**src/hw/rtl/ipv4p_pkg.sv**
```systemverilog
// Types, character codes and helper functions shared by the IPv4 address parser.
`default_nettype none

package ipv4p_pkg;

	typedef enum logic [1:0] {
		PH_IDLE,
		PH_PART,
		PH_ZERO,
		PH_DIGITS
	} phase_t;

	typedef enum logic [1:0] {
		BASE_DEC,
		BASE_OCT,
		BASE_HEX
	} base_t;

	localparam logic [7:0] CH_NUL   = 8'h00;
	localparam logic [7:0] CH_ZERO  = 8'h30;
	localparam logic [7:0] CH_NINE  = 8'h39;
	localparam logic [7:0] CH_DOT   = 8'h2e;
	localparam logic [7:0] CH_SPACE = 8'h20;
	localparam logic [7:0] CH_TAB   = 8'h09;
	localparam logic [7:0] CH_CR    = 8'h0d;
	localparam logic [7:0] CH_LA    = 8'h61;
	localparam logic [7:0] CH_LF    = 8'h66;
	localparam logic [7:0] CH_UA    = 8'h41;
	localparam logic [7:0] CH_UF    = 8'h46;
	localparam logic [7:0] CH_LX    = 8'h78;
	localparam logic [7:0] CH_UX    = 8'h58;

	localparam logic [31:0] MASK_24 = 32'h00ffffff;
	localparam logic [31:0] MASK_16 = 32'h0000ffff;
	localparam logic [31:0] MASK_8  = 32'h000000ff;

	// Parser state carried from one character to the next.
	typedef struct packed {
		phase_t            phase;
		base_t             base;
		logic [31:0]       value;
		logic [1:0]        count;
		logic [2:0][31:0]  parts;
	} parse_state_t;

	// Outcome of one character.
	typedef struct packed {
		logic        emit;
		logic        ok;
		logic [31:0] address;
	} parse_result_t;

	function automatic logic is_dec(input logic [7:0] c);
		return (c >= CH_ZERO) && (c <= CH_NINE);
	endfunction

	function automatic logic is_space(input logic [7:0] c);
		return (c == CH_SPACE) || ((c >= CH_TAB) && (c <= CH_CR));
	endfunction

endpackage

`default_nettype wire

```
**src/hw/rtl/ipv4_dotted_address_parser.sv**
```systemverilog
// Top level of the streaming IPv4 dotted address parser.
//
//   Channel  Direction  Handshake               Payload
//   in       to block   in_valid / in_stall     char_code[7:0], string_start
//   out      from block out_valid / out_stall   parse_ok, address[31:0]
//
// One character is taken per cycle while the input is not stalled. A character
// sits in the input register while the parser logic folds it into the state, and
// the result that it settles is then loaded into the output register, from which
// it can be taken.
// Reset (arst_n low) clears the parser to its finished phase and empties both
// registers. A stalled output holds the input register, which stalls the input.
`default_nettype none

module ipv4_dotted_address_parser (
	input  wire logic        clk,
	input  wire logic        arst_n,
	input  wire logic        in_valid,
	output logic             in_stall,
	input  wire logic [7:0]  char_code,
	input  wire logic        string_start,
	output logic             out_valid,
	input  wire logic        out_stall,
	output logic             parse_ok,
	output logic [31:0]      address
);
	import ipv4p_pkg::*;

	logic          valid_s1;
	logic [7:0]    char_s1;
	logic          start_s1;
	parse_state_t  state_q;
	parse_state_t  state_nxt;
	parse_result_t res;
	logic          can_advance;
	logic          proc_s1;
	logic          out_valid_q;
	logic          parse_ok_q;
	logic [31:0]   address_q;

	// The stage behind the input register moves whenever the output register
	// is empty or is being emptied in this cycle.
	assign can_advance = !out_valid_q || !out_stall;
	assign proc_s1     = valid_s1 && can_advance;
	assign in_stall    = valid_s1 && !can_advance;

	ipv4p_step u_step (
		.char_code    (char_s1),
		.string_start (start_s1),
		.cur          (state_q),
		.nxt          (state_nxt),
		.res          (res)
	);

	// Input register.
	always_ff @(posedge clk or negedge arst_n) begin
		if (!arst_n) begin
			valid_s1 <= 1'b0;
		end else if (!in_stall) begin
			valid_s1 <= in_valid;
		end
	end

	always_ff @(posedge clk) begin
		if (!in_stall && in_valid) begin
			char_s1  <= char_code;
			start_s1 <= string_start;
		end
	end

	// Parser state advances once per processed character.
	always_ff @(posedge clk or negedge arst_n) begin
		if (!arst_n) begin
			state_q <= '{phase: PH_IDLE, base: BASE_DEC, value: 32'd0,
				count: 2'd0, parts: '0};
		end else if (proc_s1) begin
			state_q <= state_nxt;
		end
	end

	// Output register: loads a settled result, drops a taken one.
	always_ff @(posedge clk or negedge arst_n) begin
		if (!arst_n) begin
			out_valid_q <= 1'b0;
		end else if (can_advance) begin
			out_valid_q <= proc_s1 && res.emit;
		end
	end

	always_ff @(posedge clk) begin
		if (proc_s1 && res.emit) begin
			parse_ok_q <= res.ok;
			address_q  <= res.address;
		end
	end

	assign out_valid = out_valid_q;
	assign parse_ok  = parse_ok_q;
	assign address   = address_q;

	// A failed parse always reports a zero address.
	a_err_addr_zero: assert property (@(posedge clk) disable iff (!arst_n)
		out_valid |-> (parse_ok || (address == 32'd0)))
		else $error("error result with nonzero address");

	// An item held by a stalled output stays in the input register.
	a_s1_held: assert property (@(posedge clk) disable iff (!arst_n)
		(valid_s1 && !can_advance) |=> valid_s1)
		else $error("input register lost an item under stall");

	// Once a result is given the parser waits for the next string.
	a_idle_after_emit: assert property (@(posedge clk) disable iff (!arst_n)
		(proc_s1 && res.emit) |=> (state_q.phase == PH_IDLE))
		else $error("parser not finished after giving a result");

	// The output register only loads from a processed character.
	a_out_source: assert property (@(posedge clk) disable iff (!arst_n)
		(!out_valid && !proc_s1) |=> !out_valid)
		else $error("result appeared without a processed character");

endmodule

`default_nettype wire

```
**src/hw/rtl/ipv4p_step.sv**
```systemverilog
// Next-state and result logic for one character of the address parser.
`default_nettype none

module ipv4p_step (
	input  wire logic [7:0]              char_code,
	input  wire logic                    string_start,
	input  wire ipv4p_pkg::parse_state_t cur,
	output ipv4p_pkg::parse_state_t      nxt,
	output ipv4p_pkg::parse_result_t     res
);
	import ipv4p_pkg::*;

	phase_t      ph_e;
	logic [1:0]  cnt_e;
	logic [31:0] dv;
	base_t       db;
	logic        c_dec;
	logic        c_hexl;
	logic        c_dot;
	logic        c_end;
	logic        c_x;
	logic        dot_ok;
	logic [31:0] dec_val;
	logic [31:0] hex_val;
	logic        fits;
	logic [31:0] addr;

	// A start character restarts parsing from the first part.
	assign ph_e  = string_start ? PH_PART : cur.phase;
	assign cnt_e = string_start ? 2'd0 : cur.count;

	// After a leading zero the part restarts at zero in octal.
	assign dv = (ph_e == PH_ZERO) ? 32'd0 : cur.value;
	assign db = (ph_e == PH_ZERO) ? BASE_OCT : cur.base;

	assign c_dec  = is_dec(char_code);
	assign c_hexl = (db == BASE_HEX) &&
		(((char_code >= CH_LA) && (char_code <= CH_LF)) ||
		 ((char_code >= CH_UA) && (char_code <= CH_UF)));
	assign c_dot  = (char_code == CH_DOT);
	assign c_end  = (char_code == CH_NUL) || is_space(char_code);
	assign c_x    = (char_code == CH_LX) || (char_code == CH_UX);
	assign dot_ok = c_dot && (cnt_e != 2'd3);

	always_comb begin
		unique case (db)
			BASE_HEX: dec_val = {dv[27:0], 4'b0} + {28'd0, char_code[3:0]};
			BASE_OCT: dec_val = {dv[28:0], 3'b0} + {28'd0, char_code[3:0]};
			default:  dec_val = {dv[28:0], 3'b0} + {dv[30:0], 1'b0} +
				{28'd0, char_code[3:0]};
		endcase
	end

	// Letters a-f and A-F share their low nibble; the digit is that nibble plus nine.
	assign hex_val = {dv[27:0], 4'b0} | {28'd0, char_code[3:0] + 4'd9};

	always_comb begin
		unique case (cnt_e)
			2'd0: begin
				fits = 1'b1;
				addr = dv;
			end
			2'd1: begin
				fits = (dv & ~MASK_24) == 32'd0;
				addr = dv | {cur.parts[0][7:0], 24'd0};
			end
			2'd2: begin
				fits = (dv & ~MASK_16) == 32'd0;
				addr = dv | {cur.parts[0][7:0], 24'd0} | {cur.parts[1][15:0], 16'd0};
			end
			default: begin
				fits = (dv & ~MASK_8) == 32'd0;
				addr = dv | {cur.parts[0][7:0], 24'd0} | {cur.parts[1][15:0], 16'd0}
					| {cur.parts[2][23:0], 8'd0};
			end
		endcase
	end

	// Next state.
	always_comb begin
		nxt       = cur;
		nxt.count = cnt_e;
		unique case (ph_e)
			PH_PART: begin
				if (c_dec) begin
					nxt.value = {28'd0, char_code[3:0]};
					nxt.base  = BASE_DEC;
					nxt.phase = (char_code == CH_ZERO) ? PH_ZERO : PH_DIGITS;
				end else begin
					nxt.phase = PH_IDLE;
				end
			end
			PH_ZERO, PH_DIGITS: begin
				nxt.phase = PH_DIGITS;
				nxt.base  = db;
				nxt.value = dv;
				priority if ((ph_e == PH_ZERO) && c_x) begin
					nxt.base = BASE_HEX;
				end else if (c_dec) begin
					nxt.value = dec_val;
				end else if (c_hexl) begin
					nxt.value = hex_val;
				end else if (dot_ok) begin
					nxt.parts[cnt_e] = dv;
					nxt.count        = cnt_e + 2'd1;
					nxt.phase        = PH_PART;
				end else begin
					nxt.phase = PH_IDLE;
				end
			end
			default: begin
				nxt.phase = PH_IDLE;
			end
		endcase
	end

	// Result of this character.
	always_comb begin
		res = '0;
		unique case (ph_e)
			PH_PART: begin
				res.emit = !c_dec;
			end
			PH_ZERO, PH_DIGITS: begin
				res.emit = !((ph_e == PH_ZERO) && c_x) && !c_dec && !c_hexl && !dot_ok;
				res.ok   = c_end && fits;
				res.address = (c_end && fits) ? addr : 32'd0;
			end
			default: begin
				res.emit = 1'b0;
			end
		endcase
	end

endmodule

`default_nettype wire

```
**config.mk**
```make
export PLATFORM = sky130hd
export DESIGN_NAME = ipv4_dotted_address_parser
export DESIGN_NICKNAME = d
export VERILOG_FILES = /design/src/hw/rtl/ipv4p_pkg.sv /design/src/hw/rtl/ipv4_dotted_address_parser.sv /design/src/hw/rtl/ipv4p_step.sv
export SDC_FILE = /design/constraint.sdc
export NUM_CORES = 1
export LEC_CHECK = 0
export BUFFER_PORTS_ARGS = -buffer_cell sky130_fd_sc_hd__buf_2
export CORE_ASPECT_RATIO = 1.1
export CORE_MARGIN = 2
export CORE_UTILIZATION = 45
export CTS_CLUSTER_SIZE = 20
export DETAILED_ROUTE_END_ITERATION = 10
export SKIP_CTS_REPAIR_TIMING = 1
export SLEW_MARGIN = 20
export SYNTH_ARGS = -nofsm -noshare
export SYNTH_HDL_FRONTEND = slang
export SYNTH_SLANG_ARGS = --single-unit
```
**constraint.sdc**
```tcl
create_clock -name clk -period 4.9 [get_ports clk]
set_clock_uncertainty 0.15 [all_clocks]
set_input_delay 0 -clock clk [delete_from_list [all_inputs] [get_ports clk]]
set_output_delay 0 -clock clk [all_outputs]
set_load 0.02 [all_outputs]
```
-- Word-level counts from Yosys, hierarchy flattened
Cells that the tools add are included.
- muxes and demuxes: 28
- equal/unequal tests: 14
- reductions and logical operators: 39
- bitwise operators: 7
- order comparisons: 10
- add/subtract/negate cells: 6
- operators by type and width (cell ; number):
    two-way mux 98 bit ; 4
    two-way mux 130 bit ; 1
    two-way mux 32 bit ; 4
    adder 32 x 4 -> 32 bit ; 3
    bitwise mux 96 bit ; 1
    logical NOT 32 bit ; 3
    OR 32 bit ; 3
    case mux 32 bit (3 select lines) ; 1
    case mux 34 bit (2 select lines) ; 1
    demux 32 bit (select 2 bit) ; 1
    case mux 32 bit (2 select lines) ; 1
    two-way mux 34 bit ; 1
    adder 32 bit ; 1
    OR 32 x 4 -> 32 bit ; 1
    equality test 8 x 6 -> 1 bit (second input constant) ; 3
    equality test 8 x 7 -> 1 bit (second input constant) ; 2
    greater-or-equal comparator 8 x 7 -> 1 bit (second input constant) ; 2
    <= comparator 8 x 7 -> 1 bit (second input constant) ; 2
    logical AND 1 bit ; 16
    two-way mux 2 bit ; 8
    equality test 2 bit (second input constant) ; 4
    greater-or-equal comparator 8 x 4 -> 1 bit (second input constant) ; 1
    greater-or-equal comparator 8 x 6 -> 1 bit (second input constant) ; 1
    <= comparator 8 x 4 -> 1 bit (second input constant) ; 1
    other kinds (22) ; 38
- flip-flop bits (word level): 178
- word-level logic and storage cells: 117
- input port bits: 13

-- Longest topological paths before layout
- depth after elaboration: 11
- gate-level depth with buffers: 19
- mapped depth without buffers: 16

-- Hierarchy
Synthesis repeated with hierarchy kept, for this count alone.
- cells, all modules: 1313
- area total of the unflattened synthesis: 12426.9 um^2
- by module, submodules not included (module ; cells each ; area each (um^2) ; instances ; seq. area each (um^2)):
    ipv4_dotted_address_parser ; 336 ; 6616.3 ; 1 ; 4664.5
    ipv4p_step ; 977 ; 5810.6 ; 1 ; 0.0

-- Worst setup path before layout
Ideal clock, no wire load.
- path type: reg2reg
- start point: register start_s1
- end point: register state_q[118] (netlist name)
- setup slack: 689 ps
- period minus slack after synthesis: 4211 ps
- required time: 4605 ps
- cell stages (with the launch flop): 17
- arrival: 3916 ps
- setup time: 145 ps
- cells stage by stage: edfxtp_1 buf_6 or3b_4 buf_2 nand2_1 inv_1 xnor2_1 ha_1 or2_2 ha_1 nor2b_1 o31ai_1 a211oi_1 or3_1 a2111oi_0 o32a_1 o221ai_1
- longest elaborated chain between the ends: 9
- elaborated cells between the ends (all ways): 24
- ends and longest elaborated chain (element ; line ; source):
    from (decl) ; ipv4_dotted_address_parser.sv:31 ; logic start_s1;
    from (signal assigned) ; ipv4_dotted_address_parser.sv:67 ; start_s1 <= string_start;
    two-way mux 2 bit (*) ; ipv4p_step.sv:29 ; assign ph_e = string_start ? PH_PART : cur.phase;
    equality test 2 bit ; - ;
    two-way mux 32 bit / two-way mux 2 bit (equally long branches) ; ipv4p_step.sv:33, ipv4p_step.sv:34 ;
    adder 32 bit / equality test 2 bit (equally long branches) ; ipv4p_step.sv:49, ipv4p_step.sv:37, ipv4p_step.sv:46 ;
    adder 32 x 4 -> 32 bit / logical AND 1 bit (equally long branches) ; ipv4p_step.sv:49, ipv4p_step.sv:37 ;
    case mux 32 bit (2 select lines) / two-way mux 32 bit (equally long branches) ; ipv4p_step.sv:46, ipv4p_step.sv:101 ;
    two-way mux 32 bit ; ipv4p_step.sv:99 ; end else if (c_dec) begin
    two-way mux 130 bit ; ipv4p_step.sv:97 ; priority if ((ph_e == PH_ZERO) && c_x) begin
    case mux 34 bit (2 select lines) ; ipv4p_step.sv:83 ; unique case (ph_e)
    to (signal assigned) ; ipv4_dotted_address_parser.sv:74 ; state_q <= '{phase: PH_IDLE, base: BASE_DEC, value: 32'd0,
    to (signal assigned) ; ipv4_dotted_address_parser.sv:77 ; state_q <= state_nxt;
    to (decl) ; ipv4_dotted_address_parser.sv:32 ; parse_state_t state_q;
Mark *: on every way between the ends. The rest lies on a longest branch, timed or not.
A chain may end at the register's enable or synchronous reset.

-- Final worst setup path
- start point: register state_q[132] (netlist name)
- end point: register state_q[118] (netlist name)
- longest elaborated chain between the ends: 9
- elaborated cells between the ends (all ways): 24
- ends and longest elaborated chain (element ; line):
    two-way mux 2 bit (*) ; ipv4p_step.sv:29
    equality test 2 bit ; -
    two-way mux 32 bit / two-way mux 2 bit (equally long branches) ; ipv4p_step.sv:33, ipv4p_step.sv:34
    adder 32 bit / equality test 2 bit (equally long branches) ; ipv4p_step.sv:49, ipv4p_step.sv:37, ipv4p_step.sv:46
    adder 32 x 4 -> 32 bit / logical AND 1 bit (equally long branches) ; ipv4p_step.sv:49, ipv4p_step.sv:37
    case mux 32 bit (2 select lines) / two-way mux 32 bit (equally long branches) ; ipv4p_step.sv:46, ipv4p_step.sv:101
    two-way mux 32 bit ; ipv4p_step.sv:99
    two-way mux 130 bit ; ipv4p_step.sv:97
    case mux 34 bit (2 select lines) ; ipv4p_step.sv:83
Marks and branches as above.

==> summary by stage <==
Hold path
The start point of the worst hold path is char_code[2]. The min-delay analysis places its worst path in the category primary input to register. The worst hold path was traced through 2 stages.

The worst min-delay path endpoint is char_s1[2]$_DFFE_PP_.

Run status
The run finished with clean final reports.

Global routing
Entering global routing, the biggest net connects 56 pins. The first global-routing pass estimated 43,420 um of wire. Summed over all layers, the global routing overflow is 0. The initial antenna violation count is 0. The overall global routing resource usage is 0.2539. The number of global-route vias before repair is 7,822.

Power and ir drop
For this design the static power due to leakage is between 4 and 5 nW. Cell internal power was estimated by the tool at ~2.6 mW. The share of total power dissipated in sequential elements is 0.321. Of the total power, the share spent switching nets is 0.3869. VDD sags by at most between 0.0002 and 0.00025 V. The net switching power figure is 1.635 mW. The fraction of power consumed by combinational cells is 0.373. Of the total power, the clock network draws 0.306. The total power after layout is 4.227 mW. The power per standard cell area is 403.8 mW/mm2.

Worst setup path
The worst reg2reg path startpoint is state_q[132]$_DFFE_PN0P_. The worst setup path is launched from a register. The top fanout value on the critical path is 26. The endpoint of the most critical register-to-register path is state_q[118]$_DFFE_PN0P_. The nature of the critical path endpoint is a register.

The arrival time reported for the critical path endpoint is 4.77 ns. The worst setup path is of the register to register kind. The setup check on the worst reg-to-reg path leaves a slack of 0.25 ns. Measured in cells, the most critical reg-to-reg path has a length of 13. At the worst endpoint, the required time is between 5 and 6 ns.

STA
The final count of hold timing violations is 0. Setup repair after global routing left no endpoint under its margin. The portion of the clock cycle consumed by the worst path in the final layout is 0.9490. In the final timing run, aggregate negative setup slack is 0 ns. The post-route minimum period is 4.650 ns. The count of final setup violators is 0. The final count of pins violating max slew is 0. Timing would allow up to 0.2151 GHz. Measured against its own limit, the worst slew margin works out to 0.3491.

The transition at the pin with the smallest max-transition slack is 0.9740 ns.

Routing
Detailed routing inserted a total of between 8,000 and 9,000 vias. The iteration count of the initial detailed-routing pass is 5. The detail route stage leaves a number of antenna-violating nets equal to 0. The total wire length is 27,040 um. Using the TritonRoute via totals, the vias-per-cell ratio works out to around 6. In the routed design, unresolved DRC markers number 0.

After detailed routing, the average wire length per cell comes to 19.58 um. After the first detailed-routing iteration, the DRC count stood at 738.

Logic synthesis
For this run, the register share of the synthesized area comes to 0.3760. The yosys synthesis warning count is 0. The share of synthesized area in the top cell type comes to 0.2391. The number of distinct library cell variants in the gate-level netlist after synthesis is 76.

The synthesized flop and latch total is 130. The synthesized area per cell is 8.672 um2. By area the synthesized netlist is led by sky130_fd_sc_hd__dfrtp_1, sky130_fd_sc_hd__edfxtp_1, sky130_fd_sc_hd__ha_1.

The biggest area consumer among synthesized cells is sky130_fd_sc_hd__dfrtp_1. The net count after synthesis is around 1,100. Counting flops with a built-in enable in the synthesized netlist gives 42. The mapped netlist covers 0.009210 mm2. The synthesized instance count is between 1,000 and 1,500. The share of async-settable or async-resettable flops after synthesis is 0.6769. Among all flip-flop cells after synthesis, the most frequent one is sky130_fd_sc_hd__dfrtp_1.

Clock network
Clock-pin slew was measured on the worst setup and hold paths at 0.06 ns. The count of H-tree levels built during CTS is 4. The clock drives 130 sinks. TritonCTS created 17 clock buffers.

Clock latency on the worst-skew pair, taken at its later pin, is 0.43 ns. The maximum clock path buffer count is 2. The library cell used as clock root buffer is sky130_fd_sc_hd__clkbuf_16.

The TritonCTS clock tree is built.

Layout
Leaving out filler cells and counting taps, the final layout contains 1,381. The count of fill cells added during filler insertion is 1,832. Across the whole layout, storage elements account for 0.003463 mm2. The top cell types in the final layout, fill and taps aside, are sky130_fd_sc_hd__nand2_1, sky130_fd_sc_hd__o21ai_0, sky130_fd_sc_hd__dfrtp_1. Of the cells placed in the final design, the portion with a size suffix greater than 1 is 0.1355. Relative to the synthesized area, the layout overhead comes to 13.65%. The footprint of the multi-input gates is 0.005325 mm2. For this run, the post-layout net count is 1,201. The most common cell after layout, fill and taps aside is sky130_fd_sc_hd__nand2_1. The antenna diode instance count is 0.

Floorplanning
The starting density of the core is 0.4621. The cell row count is 54. The total core area is 0.01993 mm2. The die area is 0.02163 mm2. The number of placed I/O pins is 48. In this run the horizontal extent of the chip is about 140 um. In this run the vertical extent of the chip is between 150 and 200 um.

Job
Max-cap violations in this run came to 0.

Place
Buffers placed on the I/O ports in this run total 47. The congestion estimate from routability-driven global placement came to 0.9114. The post-placement cell count is approximately 1,300. After legalization and detailed placement, the total HPWL measured between 15,000 and 20,000 um.
-- layer usage --
metal,global-route usage,up-vias,part of all wire
met4,0.09428,0,0.024
met2,0.3968,323,0.46
met1,0.3537,3923,0.45
met5,0,-,0
met3,0.04391,48,0.069
li1,-,3993,-
-- final cells by class --
type / count / area share
Clock buffer: 17 / 0.04064
Timing Repair Buffer: 87 / 0.05594
Multi-Input combinational cell: 830 / 0.5087
Inverter: 50 / 0.01793
Tap cell: 252 / 0.03012
Clock inverter: 15 / 0.01578
Sequential cell: 130 / 0.3309
-- cell usage after synthesis (4+ instances only) --
library cell / count
sky130_fd_sc_hd__nand4_1: 12
sky130_fd_sc_hd__o31ai_1: 4
sky130_fd_sc_hd__and3_1: 8
sky130_fd_sc_hd__a211oi_1: 14
sky130_fd_sc_hd__nor3_1: 14
sky130_fd_sc_hd__a22oi_1: 11
sky130_fd_sc_hd__nor4_1: 8
sky130_fd_sc_hd__o21ai_0: 110
sky130_fd_sc_hd__and2_1: 5
sky130_fd_sc_hd__nand2b_1: 9
sky130_fd_sc_hd__nor2_1: 75
sky130_fd_sc_hd__nor2_2: 12
sky130_fd_sc_hd__o41ai_1: 5
sky130_fd_sc_hd__a221o_1: 7
sky130_fd_sc_hd__a21o_1: 18
sky130_fd_sc_hd__a21oi_1: 65
sky130_fd_sc_hd__o21ai_1: 6
sky130_fd_sc_hd__nand2_1: 161
sky130_fd_sc_hd__a221oi_1: 17
sky130_fd_sc_hd__a21boi_0: 4
sky130_fd_sc_hd__nand3_1: 27
sky130_fd_sc_hd__nor2b_1: 6
sky130_fd_sc_hd__o221ai_1: 5
sky130_fd_sc_hd__xnor2_1: 37
sky130_fd_sc_hd__o211ai_1: 9
sky130_fd_sc_hd__buf_6: 5
sky130_fd_sc_hd__a21oi_2: 18
sky130_fd_sc_hd__a22o_1: 5
sky130_fd_sc_hd__xor2_1: 11
sky130_fd_sc_hd__edfxtp_1: 42
sky130_fd_sc_hd__clkbuf_1: 43
sky130_fd_sc_hd__inv_1: 46
sky130_fd_sc_hd__a31oi_1: 5
sky130_fd_sc_hd__ha_1: 71
sky130_fd_sc_hd__o32ai_1: 8
sky130_fd_sc_hd__dfrtp_1: 88
-- cell families (layout without fill, tap and decap cells) --
logic type               Yosys count  after routing  synth area share
AND/OR/NAND/NOR                  367            367            0.1883
adder cells (fa/ha/maj)           72             72           0.09863
AO/OA/AOI/OAI                    340            340            0.2417
multiplexers                       3              3          0.003668
flip-flops                       130            130            0.3760
buffers and inverters            102            169           0.04605
XOR/XNOR                          48             48           0.04565
-- power groups by stage --
| stage | combinational (mW) | sequential (mW) | clock [mW] |
|---|---|---|---|
| global route | 1.74 | 1.37 | 1.35 |
| detailed placement | 1.55 | 1.37 | 0 |
| global placement | 1.53 | 1.37 | 0 |
| floorplan | 1.03 | 1.39 | 0 |
| CTS | 1.56 | 1.35 | 1.30 |
| finish | 1.58 | 1.36 | 1.29 |
-- worst max path at each step --
stage | from | endpoint | slack (ns) | depth (start not counted)
final | state_q[132]$_DFFE_PN0P_ | state_q[118]$_DFFE_PN0P_ | 0.25 | 13
after global routing | state_q[132]$_DFFE_PN0P_ | state_q[118]$_DFFE_PN0P_ | 0.05 | 13
after CTS | state_q[132]$_DFFE_PN0P_ | state_q[128]$_DFFE_PN0P_ | 0.35 | 15
after detailed placement | state_q[132]$_DFFE_PN0P_ | state_q[128]$_DFFE_PN0P_ | 0.36 | 15
after global placement | state_q[132]$_DFFE_PN0P_ | state_q[127]$_DFFE_PN0P_ | 0.47 | 15
after floorplan | start_s1$_DFFE_PP_ | state_q[118]$_DFFE_PN0P_ | 0.69 | 16
-- through the flow --
step | cell area (um2) | worst slack [ns] | hold slack, ns | util
global route | 10470 | 0.05131 | 0.1367 | 0.5252
finish | 10470 | 0.2501 | 0.1218 | 0.5252
CTS | 10310 | 0.3511 | -0.6078 | 0.5171
global placement | 9717 | 0.4719 | -0.1618 | 0.4875
floorplan | 9210 | 0.6890 | -0.4456 | -
detailed placement | 9717 | 0.3619 | -0.1615 | 0.4875
-- critical path, stage by stage, from the launching register on --
cell                        delay, ns
sky130_fd_sc_hd__dfrtp_1         0.45
sky130_fd_sc_hd__or3b_4          0.51
sky130_fd_sc_hd__buf_4           0.27
sky130_fd_sc_hd__nand2_1         0.25
sky130_fd_sc_hd__inv_1           0.15
sky130_fd_sc_hd__ha_1            0.23
sky130_fd_sc_hd__ha_1            0.36
sky130_fd_sc_hd__a21oi_1         0.32
sky130_fd_sc_hd__o211ai_1        0.18
sky130_fd_sc_hd__a32o_1          0.26
sky130_fd_sc_hd__or3_1           0.39
sky130_fd_sc_hd__a2111oi_0       0.61
sky130_fd_sc_hd__o32a_1          0.24
sky130_fd_sc_hd__o221ai_1        0.10
No activity file was read; power rests on OpenSTA's default activity.
